`src/design/mvm_pkg.sv`:
```
// ----------------------------------------------------------------------------
// mvm_pkg
// Shared types, command codes and constants for the mixer.
// ----------------------------------------------------------------------------
`default_nettype none

package mvm_pkg;

	typedef enum logic [2:0] {
		CMD_PLAY    = 3'd0,
		CMD_WRITE   = 3'd1,
		CMD_SPATIAL = 3'd2,
		CMD_STOP    = 3'd3,
		CMD_STOPALL = 3'd4,
		CMD_MIX     = 3'd5,
		CMD_QUERY   = 3'd6
	} cmd_t;

	typedef struct packed {
		cmd_t               op;
		logic [3:0]         voice;
		logic [12:0]        sample_index;
		logic signed [15:0] sample_value;
		logic [12:0]        frame_count;
		logic               stereo;
		logic [15:0]        volume;
		logic signed [15:0] pan;
		logic [15:0]        lowpass;
		logic               loop_enable;
		logic               voice_ok;
		logic               index_ok;
		logic               frames_ok;
	} cmd_item_t;

	localparam int QUEUE_DEPTH = 4;
	localparam int QUEUE_AW    = 2;

	localparam longint HALF_PI_Q30  = 64'sd1686629713;
	localparam int     LP_THRESHOLD = 65;
	localparam int     LP_SCALE     = 62259;

endpackage

`default_nettype wire

```
`src/design/mvm_cmd_q.sv`:
```
// ----------------------------------------------------------------------------
// mvm_cmd_q
// Short command queue between the front and the voice engine.
// ----------------------------------------------------------------------------
`default_nettype none

module mvm_cmd_q (
	input  wire logic               clk,
	input  wire logic               arst_n,
	input  wire logic               push,
	input  wire mvm_pkg::cmd_item_t push_item,
	output logic                    full,
	input  wire logic               pop,
	output logic                    item_valid,
	output mvm_pkg::cmd_item_t      item
);

	mvm_pkg::cmd_item_t             store_q [mvm_pkg::QUEUE_DEPTH];
	logic [mvm_pkg::QUEUE_AW-1:0]   wr_q;
	logic [mvm_pkg::QUEUE_AW-1:0]   rd_q;
	logic [mvm_pkg::QUEUE_AW:0]     cnt_q;

	assign full       = cnt_q == (mvm_pkg::QUEUE_AW+1)'(mvm_pkg::QUEUE_DEPTH);
	assign item_valid = cnt_q != '0;
	assign item       = store_q[rd_q];

	always_ff @(posedge clk or negedge arst_n) begin
		if (!arst_n) begin
			wr_q  <= '0;
			rd_q  <= '0;
			cnt_q <= '0;
		end else begin
			if (push) begin
				wr_q <= wr_q + 1'b1;
			end
			if (pop) begin
				rd_q <= rd_q + 1'b1;
			end
			if (push && !pop) begin
				cnt_q <= cnt_q + 1'b1;
			end else if (pop && !push) begin
				cnt_q <= cnt_q - 1'b1;
			end
		end
	end

	always_ff @(posedge clk) begin
		if (push) begin
			store_q[wr_q] <= push_item;
		end
	end

endmodule

`default_nettype wire

```
`config.mk`:
```
export PLATFORM = sky130hd
export DESIGN_NAME = mvm_cmd_q
export DESIGN_NICKNAME = d
export VERILOG_FILES = /design/src/design/mvm_pkg.sv /design/src/design/mvm_cmd_q.sv
export SDC_FILE = /design/constraint.sdc
export NUM_CORES = 1
export LEC_CHECK = 0
export ABC_AREA = 1
export BUFFER_PORTS_ARGS = -buffer_cell sky130_fd_sc_hd__buf_2
export CAP_MARGIN = 10
export CORE_MARGIN = 4
export CORE_UTILIZATION = 50
export CTS_CLUSTER_DIAMETER = 120
export DETAILED_ROUTE_END_ITERATION = 16
export PLACE_DENSITY_LB_ADDON = 0.12
export SLEW_MARGIN = 10
export SYNTH_ARGS = -nofsm -noshare
export SYNTH_HDL_FRONTEND = slang
export SYNTH_SLANG_ARGS = --single-unit
```
`constraint.sdc`:
```
create_clock -name clk -period 3.9 [get_ports clk]
set_clock_uncertainty 0.05 [all_clocks]
set_input_delay 0.78 -clock clk [delete_from_list [all_inputs] [get_ports clk]]
set_output_delay 0.78 -clock clk [all_outputs]
set_load 0.005 [all_outputs]
```
# == Yosys cells after proc, flatten, opt, wreduce, memory -nomap -nowiden ==
# Memories as Yosys holds them, arrays and structs flattened.
# Index checks and enable logic that the tools add are counted.
# classes
n_addsub,4
mul,0
n_div,0
magnitude_cmp,0
eq_ne,1
shift,0
muxes,4
n_bitwise,0
n_reduce_logical,6
# ops
operator,count
3-bit 2-to-1 mux,2
2-bit by 1-bit adder with 2-bit output (second input constant),2
3-bit by 1-bit adder with 3-bit output (second input constant),1
3-bit equality test (second input constant),1
3-bit nonzero test,1
3-bit by 1-bit subtractor with 3-bit output (second input constant),1
1-bit logical AND,2
1-bit zero test,2
1-bit 2-to-1 mux,2
2-bit nonzero test,1
# word_totals
ff_bits,7
latchBits,0
mem_bits_rw,408
rom_bits,0
input_bits,106
out_inout_bits,104
word_cells,19
memories,1
# mem_list
name,depth,word_bits,read_ports,rd_clocked_by_memory_dff,wr,line_no,text
store_q,4,102,1,0,1,mvm_cmd_q.sv:18,mvm_pkg::cmd_item_t store_q [mvm_pkg::QUEUE_DEPTH];

# == Depth between registers and ports, before layout ==
# Gate-level depths: netlist of the first run.
# depth
word_depth,4
depth_mapped,9
ltp_nobuf,9

# == Least setup slack after synthesis of the first run ==
# No wires, ideal clock.
# synth_path
kind,input port to flip-flop
from,input push
to,memory store_q[0][0] (netlist name) (enable)
setup_time_ns,0.456
t_arrival_ns,3.053
required_ns,3.394
setup_slack_ns,0.342
cell_stages,3
path_buffers,1
cell_sequence,clkbuf_1 > nand2_1 > inv_1
# synth_via
elab_chain_len,2
# synth_lines
element,line_no,text
"start, declared",mvm_cmd_q.sv:10,"input wire logic push,"
1-bit 2-to-1 mux,mvm_cmd_q.sv:48,if (push) begin
1-bit 2-to-1 mux (not written as such),mvm_cmd_q.sv:49,store_q[wr_q] <= push_item;
"end, declared",mvm_cmd_q.sv:18,
# Every way passes these cells.

==> results of run 1 <==
-- state kept, by name (all words and copies together) (netlist names) --
signal	cells
rd_q	2
store_q	408
cnt_q	3
wr_q	2
-- cells in the mapped netlist, types with 3 or more instances --
| library cell | number | area (sq um) |
|---|---|---|
| dfrtp_1 | 7 | 175 |
| buf_2 | 20 | 100 |
| ha_1 | 5 | 62.6 |
| o211ai_2 | 134 | 1680 |
| buf_4 | 12 | 90.1 |
| buf_6 | 36 | 405 |
| nand2_1 | 320 | 1200 |
| inv_1 | 215 | 807 |
| edfxtp_1 | 408 | 12300 |
| o211ai_1 | 70 | 526 |
| xor2_1 | 3 | 26.3 |
-- routing by layer --
| layer | global-route usage, % | vias to the layer above |
|---|---|---|
| li1 | - | 4713 |
| met4 | 4.56 | 12 |
| met5 | 0 | - |
| met2 | 29.6 | 194 |
| met3 | 5.36 | 59 |
| met1 | 22.4 | 4539 |
-- worst max-delay path, delay by kind of cell (launching register included) --
family | cells | cell delay, ns
buf+inv | 2 | 0.53
simple gates | 2 | 0.19
compound gates | 1 | 0.10
flops | 1 | 0.84
-- how the worst max path moves through the flow --
stage | end | slack (ns) | depth (start not counted)
final | item[26] | 0.82 | 5
after global routing | item[40] | 0.64 | 5
after CTS | item[38] | 0.77 | 5
after detailed placement | item[38] | 1.36 | 5
after global placement | item[47] | 1.39 | 5
after floorplan | store_q[0][0]$_DFFE_PP_ | 0.34 | 3
-- kinds of logic (layout without fill, tap and decap cells) --
kind of cell,Yosys count,after routing,synth area share [%]
DFF,415,415,71.5
and+or+nand+nor,324,324,7.03
buffers and inverters,285,513,8.11
AOI/OAI and AO/OA,205,205,12.7
adders and majority gates,6,6,0.475
xor gates and xnor gates,4,4,0.202
other,0,2,0
-- through the flow --
stage / instance area (sq um) / util (%) / hold WS [ns] / setup WS [ns] / power [W]
after detailed placement: 18700 / 54.3 / 0.422 / 1.36 / 0.0115
after global placement: 18700 / 54.3 / 0.408 / 1.39 / 0.0114
after floorplan: 17400 / - / 0.392 / 0.342 / 0.00986
after CTS: 20000 / 58.0 / 0.373 / 0.773 / 0.0152
after global routing: 20000 / 58.0 / 0.387 / 0.639 / 0.0160
final: 20000 / 58.0 / 0.406 / 0.819 / 0.0150
-- cell type report --
cell class / count / share of cell area [%]
Clock buffer: 54 / 5.80
Tap cell: 455 / 2.85
Antenna cell: 2 / 0.0250
Sequential cell: 415 / 62.2
Multi-Input combinational cell: 539 / 17.7
Clock inverter: 14 / 0.419
Inverter: 216 / 4.13
Timing Repair Buffer: 229 / 6.81
-- timing repair --
action	4_1_cts	5_1_grt
endpoints found under the setup margin	0	0
resized for setup	0	0
hold buffers	1	0
endpoints found under the hold margin	7	0
-- where the power goes --
group / total (W) / leakage [nW] / internal, W / switching (W)
clock: 0.00369 / 0.609 / 0.00214 / 0.00154
combinational: 0.00512 / 3.65 / 0.00190 / 0.00321
sequential: 0.00616 / 3.83 / 0.00584 / 0.000318
==> metrics.csv, run 1 <==
stage;metric;value;unit
outcome;status;finished, final reports clean;
run;Max Cap Viol;0;
cells_and_area;synth-to-layout area growth;15.0;%
power;Pleak;8.09;nW
route;Met1 Wirelength;14100;um
logic_synthesis;Synth Cell Area;17400;sq um
setup_path;number of cells on the worst reg-to-reg path;5;
route;total wire length;33500;um
setup_path;crit path max fanout;82;
setup_path;CP startpoint kind;register;
clock_network;Sink Count;415;
die;die area;37800;sq um
setup_path;r2r startpoint;wr_q[0]$_DFFE_PN0P_;
setup_path;crit path from;rd_q[0]$_DFFE_PN0P_;
cells_and_area;fin cells;1924;
min_path;Hold Crit Start;push_item[65];
timing;endpoints failing setup;0;
route;routed wl met3;2230;um
route;via count;9517;
route;vias per cell;4.95;
cells_and_area;multi-input logic area;3550;sq um
logic_synthesis;total number of yosys warnings;0;
timing;Final Hold Fails;0;
clock_network;post-CTS setup buffers;0;
timing;final setup TNS;0;ns
clock_network;CTS Buffer Depth;3;
logic_synthesis;register bit total from synthesis;415;
timing;slew margin rel.;52.6;%
setup_path;slowest CP cell;dfrtp_4;
cells_and_area;commonest cells after routing, fill and taps aside;408 x edfxtp_1, 320 x nand2_1, 211 x inv_1;
setup_path;Critical Path Max Stage Delay;0.84;ns
power;worst vdd ir;0.662;mV
grt;Congestion Overflow GR;0;
die;num ports;210;
grt;antenna violations before repair;8;
setup_path;R2R Path End;store_q[2][28]$_DFFE_PP_;
cells_and_area;share of layout cells above drive strength 1;28.6;%
grt;first-pass GRT wire length;52600;um
placed_design;I/O Buffers;209;
timing;Tmin final;3.08;ns
clock_network;CTS tree;yes;
timing;Worst-Margin Slew;0.711;ns
setup_path;critical path's most frequent cell;nand2_1;
route;top layer in use;met5;
die;Placeable Area;34500;sq um
placed_design;DP HPWL;19400;um
logic_synthesis;Async SR Flop Fraction;1.69;%
die;Die X;194;um
timing;RSZ-0062 raised after global routing;false;
logic_synthesis;Post-Synthesis Cells;1239;
grt;number of global-route vias before repair;9355;
clock_network;clk root buf;clkbuf_16;
route;DRC viols;0;
min_path;worst hold endpoint;store_q[0][65]$_DFFE_PP_;
cells_and_area;Post-layout nets;1557;
cells_and_area;storage element area;12400;sq um
placed_design;placer congestion estimate;0.727;
logic_synthesis;Post-synth top flop;edfxtp_1;
setup_path;reg2reg setup slack;1.80;ns
logic_synthesis;synth unique cells;20;
route;detailed router's first-iteration violation count;445;
route;met2 wire len;16400;um
clock_network;total CTS buffers;44;
cells_and_area;most common cell after layout, fill and taps aside;edfxtp_1;
clock_network;depth of the CTS H-tree;2;
timing;fmax;0.325;GHz
die;Initial Util;50.4;%
clock_network;Worst-path clk slew;0.06;ns
min_path;hold crit path type;in -> reg;
clock_network;worst-skew pair later-pin latency;0.53;ns
timing;period utilization;79.0;%
placed_design;Post-Place Cells;1853;
min_path;hold path depth;1;
timing;Final Max Tran Viols;0;
route;post-route ant nets;0;
grt;GRT Total Usage;17.6;%
cells_and_area;fillers;2749;
logic_synthesis;Post-synth EDFFs;408;
logic_synthesis;sequential fraction of the synthesis area;71.5;%
setup_path;endpoint arrival time on the critical path;2.25;ns
setup_path;Worst EP required;3.07;ns
route;Wirelength per Cell;17.4;um
setup_path;Critical Path, Cell by Cell;buf_12 -> nand2_1 -> o211ai_1 -> nand2_1 -> buf_2;
route;first drt pass iteration count;4;
logic_synthesis;Synth Net Count;1351;
setup_path;critical path class;reg -> out;
die;Rows;68;
grt;largest net degree at the start of global routing;103;
setup_path;Crit. End Element;primary output;
power;Power Dens Cells;749;nW/um^2
logic_synthesis;Post-Synthesis Mean Instance Area;14.0;sq um
die;Die H;194;um
Note: power is estimated with default switching activity, not from simulation.
==> inputs of run 2 (changes only) <==
--- a/config.mk
+++ b/config.mk
@@ -5,7 +5,7 @@
 export SDC_FILE = /design/constraint.sdc
 export NUM_CORES = 1
 export LEC_CHECK = 0
-export ABC_AREA = 1
+export ABC_AREA = 0
 export BUFFER_PORTS_ARGS = -buffer_cell sky130_fd_sc_hd__buf_2
 export CAP_MARGIN = 10
 export CORE_MARGIN = 4
==> constraint.sdc (replaced) <==
create_clock -name clk -period 3.1 [get_ports clk]
set_clock_uncertainty 0.05 [all_clocks]
set_input_delay 0.62 -clock clk [delete_from_list [all_inputs] [get_ports clk]]
set_output_delay 0.62 -clock clk [all_outputs]
set_load 0.005 [all_outputs]
==> run 2 against run 1 <==
Net effect:
- critical path depth decreased by 2
- area after synthesis is 13% lower
- highest routed layer unchanged
- flip-flop and latch count did not move
==> metrics.csv, run 2 <==
stage;metric;value;unit;change
logic_synthesis;total number of yosys warnings;0;;unchanged
timing;period utilization;92.0;%;
setup_path;CP startpoint kind;register;;unchanged
power;worst vdd ir;0.551;mV;was 0.662 mV
clock_network;depth of the CTS H-tree;2;;unchanged
grt;Congestion Overflow GR;0;;unchanged
setup_path;CP Buf/Inv Count;2;;unchanged
logic_synthesis;register bit total from synthesis;415;;unchanged
timing;fmax;0.350;GHz;
setup_path;Critical Path, Cell by Cell;buf_12 -> mux4_2 -> buf_2;;was buf_12 -> nand2_1 -> o211ai_1 -> nand2_1 -> buf_2
setup_path;Crit. End Element;primary output;;unchanged
setup_path;reg2reg setup slack;1.18;ns;was 1.80 ns
die;Rows;63;;was 68
power;Sw Share;26.7;%;was 33.9%
power;sequential share of power;45.5;%;was 41.2%
logic_synthesis;Synth Net Count;679;;was 1,351
route;via count;6794;;was 9,517
logic_synthesis;xor/xnor share of the synthesized area;0.346;%;was 0.202%
die;num ports;210;;unchanged
cells_and_area;storage element area;12400;sq um;unchanged
logic_synthesis;Async SR Flop Fraction;1.69;%;unchanged
setup_path;Worst EP required;2.43;ns;was 3.07 ns
route;post-route ant nets;0;;unchanged
timing;endpoints failing setup;0;;unchanged
cells_and_area;most common cell after layout, fill and taps aside;edfxtp_1;;unchanged
logic_synthesis;Adder-Cell Fraction of Synth Area;0.544;%;was 0.475%
power;Int Power;0.0123;W;was 0.00989 W
clock_network;worst-skew pair later-pin latency;0.51;ns;was 0.53 ns
setup_path;Critical Path Max Stage Delay;0.69;ns;was 0.84 ns
timing;Worst-Margin Slew;0.597;ns;was 0.711 ns
die;Initial Util;50.9;%;was 50.4%
grt;largest net degree at the start of global routing;58;;was 103
placed_design;Post-Place Cells;1167;;was 1,853
power;Combinational Power Share;27.8;%;was 34.2%
clock_network;Sink Count;415;;unchanged
cells_and_area;fillers;2119;;was 2,749
power;sw power;0.00450;W;was 0.00507 W
grt;antenna violations before repair;5;;was 8
route;DRC viols;0;;unchanged
die;Die X;182;um;was 194 um
setup_path;Crit path depth;3;;was 5
clock_network;CTS Buffer Depth;3;;unchanged
timing;Tmin final;2.85;ns;
setup_path;crit path max fanout;16;;was 82
cells_and_area;share of layout cells above drive strength 1;46.4;%;was 28.6%
clock_network;total CTS buffers;41;;was 44
outcome;status;finished, final reports clean;;unchanged
power;Pwr Total;0.0168;W;was 0.0150 W
logic_synthesis;most frequent cell after synthesis;edfxtp_1;;unchanged
grt;first-pass GRT wire length;43200;um;was 52,600 um
route;vias per cell;5.45;;was 4.95
grt;number of global-route vias before repair;7418;;was 9,355
logic_synthesis;post-synth top area cell;edfxtp_1;;unchanged
grt;GRT Total Usage;17.0;%;was 17.6%
clock_network;Worst-path clk slew;0.06;ns;about the same
setup_path;crit path from;rd_q[0]$_DFFE_PN0P_;;unchanged
logic_synthesis;Synth top area share;80.8;%;was 70.5%
cells_and_area;fin cells;1247;;was 1,924
timing;final setup TNS;0;ns;unchanged
logic_synthesis;Post-Synthesis Mean Instance Area;26.8;sq um;was 14.0 sq um
setup_path;r2r startpoint;wr_q[0]$_DFFE_PN0P_;;unchanged
setup_path;Critical Path End;item[26];;unchanged
timing;RSZ-0062 raised after global routing;false;;unchanged
setup_path;slowest CP cell;dfrtp_4;;unchanged
logic_synthesis;Post-synth EDFFs;408;;unchanged
clock_network;CTS tree;yes;;unchanged
setup_path;endpoint arrival time on the critical path;2.18;ns;was 2.25 ns
die;Placeable Area;29800;sq um;was 34,500 sq um
placed_design;DP HPWL;17700;um;was 19,400 um
timing;Final Hold Fails;0;;unchanged
route;detailed router's first-iteration violation count;365;;was 445
route;Wirelength per Cell;22.6;um;was 17.4 um
logic_synthesis;synth unique cells;21;;was 20
cells_and_area;Top Registers;store_q x408, cnt_q x3;;unchanged
logic_synthesis;synth top area cells;edfxtp_1 81%, mux4_2 15%, dfrtp_1 1.2%, buf_12 0.79%, ha_1 0.41%;;was edfxtp_1 70%, o211ai_2 9.6%, nand2_1 6.9%, inv_1 4.6%, o211ai_1 3.0%
logic_synthesis;Simple-Gate Fraction of Synth Area;0.330;%;was 7.03%
min_path;hold path depth;1;;unchanged
cells_and_area;commonest cells after routing, fill and taps aside;408 x edfxtp_1, 209 x buf_2, 102 x mux4_2;;was 408 x edfxtp_1, 320 x nand2_1, 211 x inv_1
logic_synthesis;main combinational cell family by area after synthesis;multiplexers;;was compound AO/OA/AOI/OAI gates
setup_path;R2R Path End;store_q[0][10]$_DFFE_PP_;;was store_q[2][28]$_DFFE_PP_
setup_path;critical path class;reg -> out;;unchanged
timing;Final Max Tran Viols;0;;unchanged
cells_and_area;max FFs per register;408;;unchanged
power;Power Dens Cells;930;nW/um^2;was 749 nW/um^2
logic_synthesis;Synth Cell Area;15200;sq um;was 17,400 sq um
power;Pleak;6.20;nW;was 8.09 nW
clock_network;clk root buf;clkbuf_16;;unchanged
min_path;hold crit path type;in -> reg;;unchanged
clock_network;post-cts sizing count;0;;unchanged
setup_path;number of cells on the worst reg-to-reg path;4;;was 5
logic_synthesis;multiplexer area fraction after synthesis;15.2;%;was 0%
die;die area;33200;sq um;was 37,800 sq um
logic_synthesis;Post-Synthesis Cells;567;;was 1,239
logic_synthesis;synth cell count leaders;408 x edfxtp_1, 102 x mux4_2, 8 x buf_2, 7 x dfrtp_1, 6 x buf_12;;was 408 x edfxtp_1, 320 x nand2_1, 215 x inv_1, 134 x o211ai_2, 70 x o211ai_1
logic_synthesis;Compound-Gate Fraction of Synth Area;0.0330;%;was 12.7%
route;total wire length;28200;um;was 33,500 um
timing;slew margin rel.;60.2;%;was 52.6%
placed_design;placer congestion estimate;0.749;;was 0.727
cells_and_area;synth-to-layout area growth;19.3;%;was 15.0%
cells_and_area;Post-layout nets;934;;was 1,557
placed_design;I/O Buffers;209;;unchanged
power;clock network fraction of total power;26.8;%;was 24.6%
route;first drt pass iteration count;6;;was 4
logic_synthesis;sequential fraction of the synthesis area;81.9;%;was 71.5%
setup_path;CP delay by family, top;flip-flops;;unchanged
die;Die H;182;um;was 194 um
cells_and_area;multi-input logic area;2510;sq um;was 3550 sq um
run;Max Cap Viol;0;;unchanged
cells_and_area;Biggest register;store_q;;unchanged
logic_synthesis;Post-synth top flop;edfxtp_1;;unchanged
==> run 2: cell types whose count changed after synthesis, sizes merged, moves of 4 or more <==
cell / delta
nand2: -318
and2: +4
o211ai: -204
mux4: +102
inv: -212
buf: -45
==> run 2: worst min-delay path by stage <==
| stage | startpoint | to | slack, ns |
|---|---|---|---|
| 5_1_grt | push_item[27] | store_q[0][27]$_DFFE_PP_ | 0.24 |
| 3_5_place_dp | arst_n | wr_q[1]$_DFFE_PN0P_ | 0.42 |
| 2_1_floorplan | arst_n | cnt_q[0]$_DFFE_PN0P_ | 0.27 |
| 3_3_place_gp | arst_n | cnt_q[1]$_DFFE_PN0P_ | 0.41 |
| 4_1_cts | push_item[71] | store_q[1][71]$_DFFE_PP_ | 0.23 |
| 6_report | push_item[71] | store_q[2][71]$_DFFE_PP_ | 0.26 |
==> run 2: layout make-up <==
cell class                      count  area share [%]
Clock inverter                     23           0.712
Sequential cell                   415            68.7
Clock buffer                       50            6.09
Inverter                            4          0.0830
Timing Repair Buffer              235            7.75
Antenna cell                        5          0.0692
Multi-Input combinational cell    125            13.9
Tap cell                          390            2.70
==> run 2: kinds of logic after synthesis <==
family / Yosys count
XOR/XNOR: 6
buffers and inverters: 27
AO/OA/AOI/OAI: 1
flip-flops: 415
AND/OR/NAND/NOR: 9
adder cells (fa/ha/maj): 6
multiplexers: 103
==> run 2: repair_timing <==
action	in CTS	in global routing
hold buffers	1	0
setup buffers	0	1
endpoints found under the hold margin	7	0
endpoints found under the setup margin	0	1
==> run 2: power by group through the flow <==
stage	Clock (W)	Sequential, W	Combinational, W
finish	0.00451	0.00765	0.00467
global route	0.00489	0.00773	0.00508
CTS	0.00463	0.00770	0.00476
detailed placement	0	0.00781	0.00473
global placement	0	0.00774	0.00469
floorplan	0	0.00764	0.00298
==> run 2: layer usage <==
layer | global-route usage, % | vias to the layer above | share of wire (%) | wire (um)
met5 | 0 | - | 0.046 | 13
met4 | 4.89 | 2 | 2.3 | 637
met3 | 4.15 | 45 | 5.8 | 1620
met2 | 29.5 | 177 | 52 | 14600
met1 | 21.7 | 3607 | 40 | 11300
li1 | - | 2963 | - | -
==> run 2: through the flow <==
step / setup WS [ns] / cell area, sq um / hold WS (ns) / util [%]
after floorplan: 0.716 / 15200 / 0.274 / -
after global placement: 0.618 / 16800 / 0.414 / 56.4
after detailed placement: 0.599 / 16800 / 0.420 / 56.4
after CTS: 0.0303 / 18100 / 0.227 / 60.6
after global routing: 0.143 / 18100 / 0.239 / 60.7
final: 0.247 / 18100 / 0.260 / 60.7
